$ cat config.mk
export PLATFORM = sky130hd
export DESIGN_NAME = led_driver_frame_sender
export DESIGN_NICKNAME = d
export VERILOG_FILES = /design/src/hw/rtl/ldfs_pkg.sv /design/src/hw/rtl/ldfs_ser.sv /design/src/hw/rtl/led_driver_frame_sender.sv
export SDC_FILE = /design/constraint.sdc
export NUM_CORES = 1
export LEC_CHECK = 0
export BUFFER_PORTS_ARGS = -buffer_cell sky130_fd_sc_hd__clkbuf_2
export CAP_MARGIN = 20
export CORE_MARGIN = 4
export CORE_UTILIZATION = 55
export DETAILED_ROUTE_END_ITERATION = 10
export PLACE_DENSITY = 0.76
export SYNTH_ARGS = -nofsm -noshare
export SYNTH_HDL_FRONTEND = slang
export SYNTH_SLANG_ARGS = --single-unit
$ cat constraint.sdc
create_clock -name clk -period 4.2 [get_ports clk]
set_clock_uncertainty 0.1 [all_clocks]
set_input_delay 0.21 -clock clk [delete_from_list [all_inputs] [get_ports clk]]
set_output_delay 0.21 -clock clk [all_outputs]
set_load 0.01 [all_outputs]
$ cat src/hw/rtl/ldfs_pkg.sv
`timescale 1ns / 1ps

package ldfs_pkg;

  // Channel storage depth
  localparam int MAX_CHANNELS = 12;

  // Index into the level store
  localparam int CH_W = (MAX_CHANNELS > 1) ? $clog2(MAX_CHANNELS) : 1;

  // Frame slot counter: command, channel slots, latch marker
  localparam int SLOT_RAW_W = $clog2(MAX_CHANNELS + 2);
  localparam int SLOT_W = (SLOT_RAW_W > 4) ? SLOT_RAW_W : 4;

  localparam int WORD_W = 16;
  localparam int LVL_W = 8;
  localparam int BITCNT_W = $clog2(WORD_W);

  // Configuration port
  localparam int CFG_IDX_W = 3;
  localparam int CFG_DATA_W = 16;

  localparam logic [CFG_IDX_W-1:0] REG_LED_COUNT = 3'd0;
  localparam logic [CFG_IDX_W-1:0] REG_REVERSE = 3'd1;
  localparam logic [CFG_IDX_W-1:0] REG_COMMAND = 3'd2;
  localparam logic [CFG_IDX_W-1:0] REG_ON_VALUE = 3'd3;
  localparam logic [CFG_IDX_W-1:0] REG_OFF_VALUE = 3'd4;
  localparam logic [CFG_IDX_W-1:0] REG_LATCH_PULSES = 3'd5;

  // Operation codes
  localparam logic [1:0] FUNC_SET = 2'd0;
  localparam logic [1:0] FUNC_TOGGLE = 2'd1;
  localparam logic [1:0] FUNC_RAW = 2'd2;
  localparam logic [1:0] FUNC_SEND = 2'd3;

  // Request from the frame sequencer to the serializer
  typedef struct packed {
    logic              load;
    logic [WORD_W-1:0] word;
    logic              latch;
    logic              fin;
  } ser_req_t;

  // Status from the serializer back to the sequencer
  typedef struct packed {
    logic done;
    logic active;
  } ser_sts_t;

endpackage

$ cat src/hw/rtl/ldfs_ser.sv
`timescale 1ns / 1ps

module ldfs_ser (
  input  logic                         clk,
  input  logic                         rst_n,
  input  ldfs_pkg::ser_req_t           req,
  output ldfs_pkg::ser_sts_t           sts,
  output logic                         out_valid,
  output logic [ldfs_pkg::WORD_W-1:0]  out_frame_word,
  output logic                         out_is_latch,
  output logic                         out_last
);
  import ldfs_pkg::*;

  logic [WORD_W-1:0]   sh_r, sh_nxt;
  logic [WORD_W-1:0]   acc_r, acc_nxt;
  logic [BITCNT_W-1:0] cnt_r, cnt_nxt;
  logic                active_r, active_nxt;
  logic                latch_r, latch_nxt;
  logic                fin_r, fin_nxt;
  logic                valid_r, valid_nxt;
  logic [WORD_W-1:0]   word_r, word_nxt;
  logic                olatch_r, olatch_nxt;
  logic                olast_r, olast_nxt;

  // Shift one bit per cycle, MSB first, and collect it on the receive side
  always_comb begin
    sh_nxt = sh_r;
    acc_nxt = acc_r;
    cnt_nxt = cnt_r;
    active_nxt = active_r;
    latch_nxt = latch_r;
    fin_nxt = fin_r;
    valid_nxt = 1'b0;
    word_nxt = word_r;
    olatch_nxt = olatch_r;
    olast_nxt = olast_r;
    if (req.load) begin
      sh_nxt = req.word;
      cnt_nxt = '0;
      active_nxt = 1'b1;
      latch_nxt = req.latch;
      fin_nxt = req.fin;
    end else if (active_r) begin
      sh_nxt = {sh_r[WORD_W-2:0], 1'b0};
      acc_nxt = {acc_r[WORD_W-2:0], sh_r[WORD_W-1]};
      cnt_nxt = cnt_r + 1'b1;
      if (cnt_r == BITCNT_W'(WORD_W - 1)) begin
        active_nxt = 1'b0;
        valid_nxt = 1'b1;
        word_nxt = {acc_r[WORD_W-2:0], sh_r[WORD_W-1]};
        olatch_nxt = latch_r;
        olast_nxt = fin_r;
      end
    end
  end

  always_ff @(posedge clk) begin
    if (!rst_n) begin
      active_r <= 1'b0;
      valid_r <= 1'b0;
      cnt_r <= '0;
    end else begin
      active_r <= active_nxt;
      valid_r <= valid_nxt;
      cnt_r <= cnt_nxt;
    end
    sh_r <= sh_nxt;
    acc_r <= acc_nxt;
    latch_r <= latch_nxt;
    fin_r <= fin_nxt;
    word_r <= word_nxt;
    olatch_r <= olatch_nxt;
    olast_r <= olast_nxt;
  end

  assign sts.done = valid_r;
  assign sts.active = active_r;
  assign out_valid = valid_r;
  assign out_frame_word = word_r;
  assign out_is_latch = olatch_r;
  assign out_last = olast_r;

endmodule

$ cat src/hw/rtl/led_driver_frame_sender.sv
`timescale 1ns / 1ps

// LED driver frame sender. A request (start while busy is low) updates one
// channel level, except a send or a channel not below the used count. A raw
// request ends there; any other sends a frame: the command word, the used
// channel levels, off_value for unused slots and a latch marker (14 items at
// twelve channels). Every word passes through a 16-bit shift register one
// bit per cycle. Results appear for one cycle on out_valid and cannot be
// held off; a frame keeps busy high until its latch marker has been shown.
module led_driver_frame_sender (
  input  logic                             clk,
  input  logic                             rst_n,
  input  logic                             start,
  output logic                             busy,
  input  logic [1:0]                       in_func,
  input  logic [3:0]                       in_channel,
  input  logic [7:0]                       in_brightness,
  input  logic [7:0]                       in_raw_level,
  output logic                             out_valid,
  output logic [15:0]                      out_frame_word,
  output logic                             out_is_latch,
  output logic                             out_last,
  input  logic                             cfg_we,
  input  logic [ldfs_pkg::CFG_IDX_W-1:0]   cfg_index,
  input  logic [ldfs_pkg::CFG_DATA_W-1:0]  cfg_data
);
  import ldfs_pkg::*;

  localparam logic [1:0] ST_IDLE = 2'd0;
  localparam logic [1:0] ST_APPLY = 2'd1;
  localparam logic [1:0] ST_WORD = 2'd2;
  localparam logic [1:0] ST_SHIFT = 2'd3;

  localparam logic [SLOT_W-1:0] SLOT_MAX = SLOT_W'(MAX_CHANNELS);
  localparam logic [SLOT_W-1:0] SLOT_LATCH = SLOT_W'(MAX_CHANNELS + 1);

  // Configuration registers
  logic [3:0]        led_count_r;
  logic              reverse_r;
  logic [WORD_W-1:0] command_r;
  logic [LVL_W-1:0]  on_r;
  logic [LVL_W-1:0]  off_r;
  logic [4:0]        latch_pulses_r;

  logic [1:0]        state_r, state_nxt;
  logic [1:0]        func_r;
  logic [3:0]        chan_r;
  logic [7:0]        bright_r;
  logic [7:0]        raw_r;
  logic [SLOT_W-1:0] slot_r, slot_nxt;
  logic [LVL_W-1:0]  lvl_r [MAX_CHANNELS];

  logic [SLOT_W-1:0] led_ext;
  logic [SLOT_W-1:0] used;
  logic [SLOT_W-1:0] chan_ext;
  logic              chan_ok;
  logic [SLOT_W-1:0] slot_idx;
  logic [SLOT_W-1:0] rd_sel;
  logic [CH_W-1:0]   rd_idx;
  logic [LVL_W-1:0]  rd_lvl;
  logic              lvl_we;
  logic [LVL_W-1:0]  lvl_wdata;
  logic [LVL_W-1:0]  on_shift;
  logic              accept;
  ser_req_t          ser_req;
  ser_sts_t          ser_sts;

  assign accept = start && !busy;
  assign busy = (state_r != ST_IDLE);

  // Write configuration registers
  always_ff @(posedge clk) begin
    if (!rst_n) begin
      led_count_r <= 4'd12;
      reverse_r <= 1'b0;
      command_r <= '0;
      on_r <= 8'hFF;
      off_r <= '0;
      latch_pulses_r <= 5'd4;
    end else if (cfg_we) begin
      case (cfg_index)
        REG_LED_COUNT:    led_count_r <= cfg_data[3:0];
        REG_REVERSE:      reverse_r <= cfg_data[0];
        REG_COMMAND:      command_r <= cfg_data[WORD_W-1:0];
        REG_ON_VALUE:     on_r <= cfg_data[LVL_W-1:0];
        REG_OFF_VALUE:    off_r <= cfg_data[LVL_W-1:0];
        REG_LATCH_PULSES: latch_pulses_r <= cfg_data[4:0];
        default:          ;
      endcase
    end
  end

  // Cap the used count at the storage depth
  assign led_ext = SLOT_W'(led_count_r);
  assign used = (led_ext > SLOT_MAX) ? SLOT_MAX : led_ext;
  assign chan_ext = SLOT_W'(chan_r);
  assign chan_ok = (chan_ext < used);

  // Level slot for the current frame position, forward or reversed
  assign slot_idx = reverse_r ? (used - slot_r) : (slot_r - 1'b1);
  assign rd_sel = (state_r == ST_APPLY) ? chan_ext : slot_idx;
  assign rd_idx = rd_sel[CH_W-1:0];
  assign rd_lvl = lvl_r[rd_idx];

  // Compute the new channel level
  assign on_shift = on_r << bright_r[7:5];
  always_comb begin
    lvl_we = (state_r == ST_APPLY) && chan_ok && (func_r != FUNC_SEND);
    case (func_r)
      FUNC_SET:    lvl_wdata = ~on_shift;
      FUNC_TOGGLE: lvl_wdata = (rd_lvl != '0) ? off_r : on_r;
      FUNC_RAW:    lvl_wdata = raw_r;
      default:     lvl_wdata = rd_lvl;
    endcase
  end

  // Hold channel levels, cleared at reset
  always_ff @(posedge clk) begin
    if (!rst_n) begin
      for (int i = 0; i < MAX_CHANNELS; i++) begin
        lvl_r[i] <= '0;
      end
    end else if (lvl_we) begin
      lvl_r[rd_idx] <= lvl_wdata;
    end
  end

  // Pick the word for the current slot and hand it to the serializer
  always_comb begin
    ser_req.load = (state_r == ST_WORD);
    ser_req.latch = 1'b0;
    ser_req.fin = 1'b0;
    if (slot_r == '0) begin
      ser_req.word = command_r;
    end else if (slot_r <= used) begin
      ser_req.word = WORD_W'(rd_lvl);
    end else if (slot_r <= SLOT_MAX) begin
      ser_req.word = WORD_W'(off_r);
    end else begin
      ser_req.word = '0;
      ser_req.latch = 1'b1;
      ser_req.fin = 1'b1;
    end
  end

  // Sequence one request through its frame
  always_comb begin
    state_nxt = state_r;
    slot_nxt = slot_r;
    case (state_r)
      ST_IDLE: begin
        if (accept) begin
          state_nxt = ST_APPLY;
        end
      end
      ST_APPLY: begin
        slot_nxt = '0;
        state_nxt = (func_r == FUNC_RAW) ? ST_IDLE : ST_WORD;
      end
      ST_WORD: begin
        state_nxt = ST_SHIFT;
      end
      ST_SHIFT: begin
        if (ser_sts.done) begin
          if (slot_r == SLOT_LATCH) begin
            state_nxt = ST_IDLE;
          end else begin
            slot_nxt = slot_r + 1'b1;
            state_nxt = ST_WORD;
          end
        end
      end
      default: state_nxt = ST_IDLE;
    endcase
  end

  always_ff @(posedge clk) begin
    if (!rst_n) begin
      state_r <= ST_IDLE;
      slot_r <= '0;
    end else begin
      state_r <= state_nxt;
      slot_r <= slot_nxt;
    end
    if (accept) begin
      func_r <= in_func;
      chan_r <= in_channel;
      bright_r <= in_brightness;
      raw_r <= in_raw_level;
    end
  end

  ldfs_ser u_ser (
    .clk            (clk),
    .rst_n          (rst_n),
    .req            (ser_req),
    .sts            (ser_sts),
    .out_valid      (out_valid),
    .out_frame_word (out_frame_word),
    .out_is_latch   (out_is_latch),
    .out_last       (out_last)
  );

  // Results only appear while a request is in flight
  a_out_in_frame: assert property (@(posedge clk) disable iff (!rst_n)
    out_valid |-> (state_r == ST_SHIFT))
    else $error("result strobe outside a frame");

  // The latch marker ends the request
  a_last_ends: assert property (@(posedge clk) disable iff (!rst_n)
    (out_valid && out_last) |=> !busy)
    else $error("busy after final item");

  // Serializer is never reloaded while shifting
  a_no_reload: assert property (@(posedge clk) disable iff (!rst_n)
    ser_sts.active |-> !ser_req.load)
    else $error("serializer reloaded mid-word");

  // The user must hold the latch pulse count while busy; the block does not enforce it
  a_latch_cfg: assert property (@(posedge clk) disable iff (!rst_n)
    busy |=> $stable(latch_pulses_r))
    else $error("latch pulse count changed during a frame");

endmodule
==> results.md <==
* DR pass1 iterations at 5
* CTS H-tree lvls at 1
* DIE HEIGHT at 152 microns
* Min cycle time layout at 4.04 ns
* Total Neg Setup Slack at 0 ns
* R2R Path Start: led_count_r[2]
* Synth cell types at 69
* Asr flop ratio synth at 0%
* Worst hold path class: primary input to flip-flop
* Layout cells sized above 1 at 18.1%
* Core Util, Final at 66.4%
* Leak Pwr at roughly 4.9 nW
* Input/output buffers at 59
* Outcome: completed
* Clock-pin slew on the worst setup and hold paths at 0.06 ns
* Top post-synthesis cells by area: edfxtp_1 51%, dfxtp_1 8.6%, nand2_1 6.2%
* Antenna violations before repair at 0
* Clock sinks at 243
* Clock Tree Root: clkbuf_16
* Slew at the pin closest to its max-slew limit at 1.01 ns
* Post-synth net total at 1058
* Syn avg cell area at 11.3 sq um
* Share of the synthesized area in the top cell type at between 50% and 60%
* Synth cell count leaders: 194 x edfxtp_1, 188 x nand2_1, 108 x a21oi_1
* Area leader, netlist: edfxtp_1
* Worst slack on hold paths at 0.0153 ns
* CTS Buf Count at 25
* Pwr/cell area at 410 nW/um^2
* Synth Flop Type: edfxtp_1
* Crit path max-delay family: compound AO/OA/AOI/OAI gates
* # rows at 52
* Final period utilization at between 90% and 100%
* Max_cap viols at 0
* Setup violators final at 0
* Core Box Area at between 20000 and 25000 sq um
* Setup slack, reg-to-reg at 0.16 ns
* Drt wl/cell at 20.7 microns
* CP most frequent cell: mux2i_1
* Fmax at 248 MHz
* Critical path capture point type: flip-flop
* Die Wd at 152 microns
* Max_slew headroom at between 30% and 40%
* Mapped cell area at 11300 sq um
* Worst vdd ir at approximately 0.36 mV
* Reg-to-Reg End: lvl_r[14][4]
* Slowest cell on the critical path: or3b_2
* Count leader, synth: edfxtp_1
* Hold Crit Depth at 5
* Syn-to-layout area delta at 18.4%
* Req. time, crit path at 4.33 ns
* CP Launch Type: flip-flop
* N_diodes at 0
* Max-slew violations at 0
* Drt initial violations at 774
* Post-synth EDFFs at 194
* I/O pin total at between 60 and 70
* CTS tree: yes
* Vias in the first global route at 8333
* Crit path cell chain: a21bo_2 > ha_1 > fa_1 > xnor2_1 > or3b_2 > nand3_1 > buf_12 > mux2i_1 > mux2i_1 > a32o_1 > o211ai_4 > a311oi_2 > buf_6 > nand2_1
* Max clock buf depth at 3
* R2R depth at 14
* Sequential fraction of the synthesis area at approximately 60%
* WP buf/inv at 2
* CP max FO at 21
* Starting Density at around 56%
* Gpl congestion at about 0.9
* Global-route usage over all layers at 25.2%
* Final Net Count at 1175
* Die Area at 23000 sq um
* CP arrival at between 4 and 5 ns
* Fillcell total at around 1500
* Post-route DRC violation count at 0
* Clk_lat worst skew at 0.52 ns
* Largest net degree at the start of global routing at 58
* Final WL at between 20000 and 30000 microns
* Yosys reg bits at approximately 240
* Crit-path max cell delay at 0.48 ns
* Total number of vias at 8663
* Drt via density at 6.17
* Mapped Cells at 1000
* Worst Setup Path Type: flip-flop to flip-flop
* Detailed placer's ending HPWL at 19300 microns
* Grt total ovfl at 0
* Final Hold Viols at 0
* Post-route ant nets at 0
* Hold_sp: cfg_index[1]
* Worst Hold End: command_r[5]
* First-pass GRT wire length at ~45000 microns
* RSZ-0062 raised after global routing: no
* Synthesis Warnings at 0
through the flow:
step / instances / power, W / setup slack (ns) / cell area (sq um)
after detailed placement: 1317 / 0.00340 / 0.104 / 12200
after CTS: 1396 / 0.00548 / 0.0544 / 13300
after floorplan: 1000 / 0.00317 / 0.281 / 11300
final: 1405 / 0.00551 / 0.160 / 13400
after global routing: 1405 / 0.00569 / 0.00652 / 13400
after global placement: 1317 / 0.00338 / 0.152 / 12200
cell usage in the layout (no fill, tap or decap), types with 27 or more instances in the layout:
| cell type | instances |
|---|---|
| edfxtp_1 | 194 |
| nand2_1 | 188 |
| a21oi_1 | 108 |
| clkbuf_2 | 59 |
| buf_4 | 55 |
| dfxtp_1 | 49 |
| mux2i_1 | 42 |
| dlygate4sd3_1 | 35 |
| o21ai_0 | 33 |
| nor2_1 | 31 |
| a21boi_0 | 27 |
| clkbuf_16 | 27 |
worst max path at each step:
stage	startpoint	end	slack, ns	cells past startpoint
floorplan	led_count_r[2]	lvl_r[12][0]	0.28	14
global placement	led_count_r[2]	lvl_r[14][4]	0.15	14
detailed placement	led_count_r[2]	lvl_r[12][4]	0.10	14
CTS	led_count_r[2]	lvl_r[14][4]	0.05	14
global route	led_count_r[2]	lvl_r[12][6]	0.007	13
finish	led_count_r[2]	lvl_r[14][4]	0.16	14
state kept, by name, summed over array words and instances, names as in the netlist, 8 cells and up:
| signal | cells |
|---|---|
| lvl_r | 128 |
| u_ser.out_frame_word | 16 |
| raw_r | 8 |
| u_ser.sh_r | 16 |
| off_r | 8 |
| command_r | 16 |
| u_ser.acc_r | 15 |
| on_r | 8 |
layout make-up:
class / instances / area [sq um] / area share (%)
Clock buffer: 33 / 708 / 5.27
Timing Repair Buffer: 161 / 1290 / 9.61
Clock inverter: 12 / 66.3 / 0.494
Inverter: 15 / 56.3 / 0.419
Multi-Input combinational cell: 671 / 4170 / 31.0
Tap cell: 270 / 338 / 2.52
Sequential cell: 243 / 6810 / 50.7
per-layer routing:
layer / routed length (microns) / track usage, % / vias to the layer above / share of wire [%]
met2: 14000 / 41.7 / 423 / 48
li1: - / - / 3969 / -
met1: 11500 / 33.3 / 4175 / 39
met5: 0 / 0 / - / 0
met4: 1200 / 9.93 / 0 / 4.1
met3: 2440 / 4.61 / 96 / 8.4
worst min-delay path, delay by kind of cell:
kind            cells  cell delay [ns]
buf+inv             1             0.12
simple gates        3             0.20
compound gates      1             0.06
power by group:
group	total [W]	internal [W]	switching, W
combinational	0.000665	0.000259	0.000407
sequential	0.00275	0.00270	0.0000517
clock	0.00209	0.00119	0.000903
kinds of logic (layout without fill, tap and decap cells):
kind of cell             after synthesis  count (layout)  synth area share (%)
AO/OA/AOI/OAI                        258             258                  14.4
AND/OR/NAND/NOR                      329             329                  13.0
adder cells (fa/ha/maj)               13              13                  1.50
XOR/XNOR                               9               9                 0.695
multiplexers                          62              62                  6.73
buffers and inverters                 86             221                  3.67
flip-flops                           243             243                  60.0
timing repair:
action | CTS | global route
hold buffers | 34 | 1
gates resized for setup | 0 | 8
setup buffers | 0 | 6
setup endpoints to repair | 0 | 124
hold endpoints to repair | 55 | 1
Power figures use the tool's default switching activity.
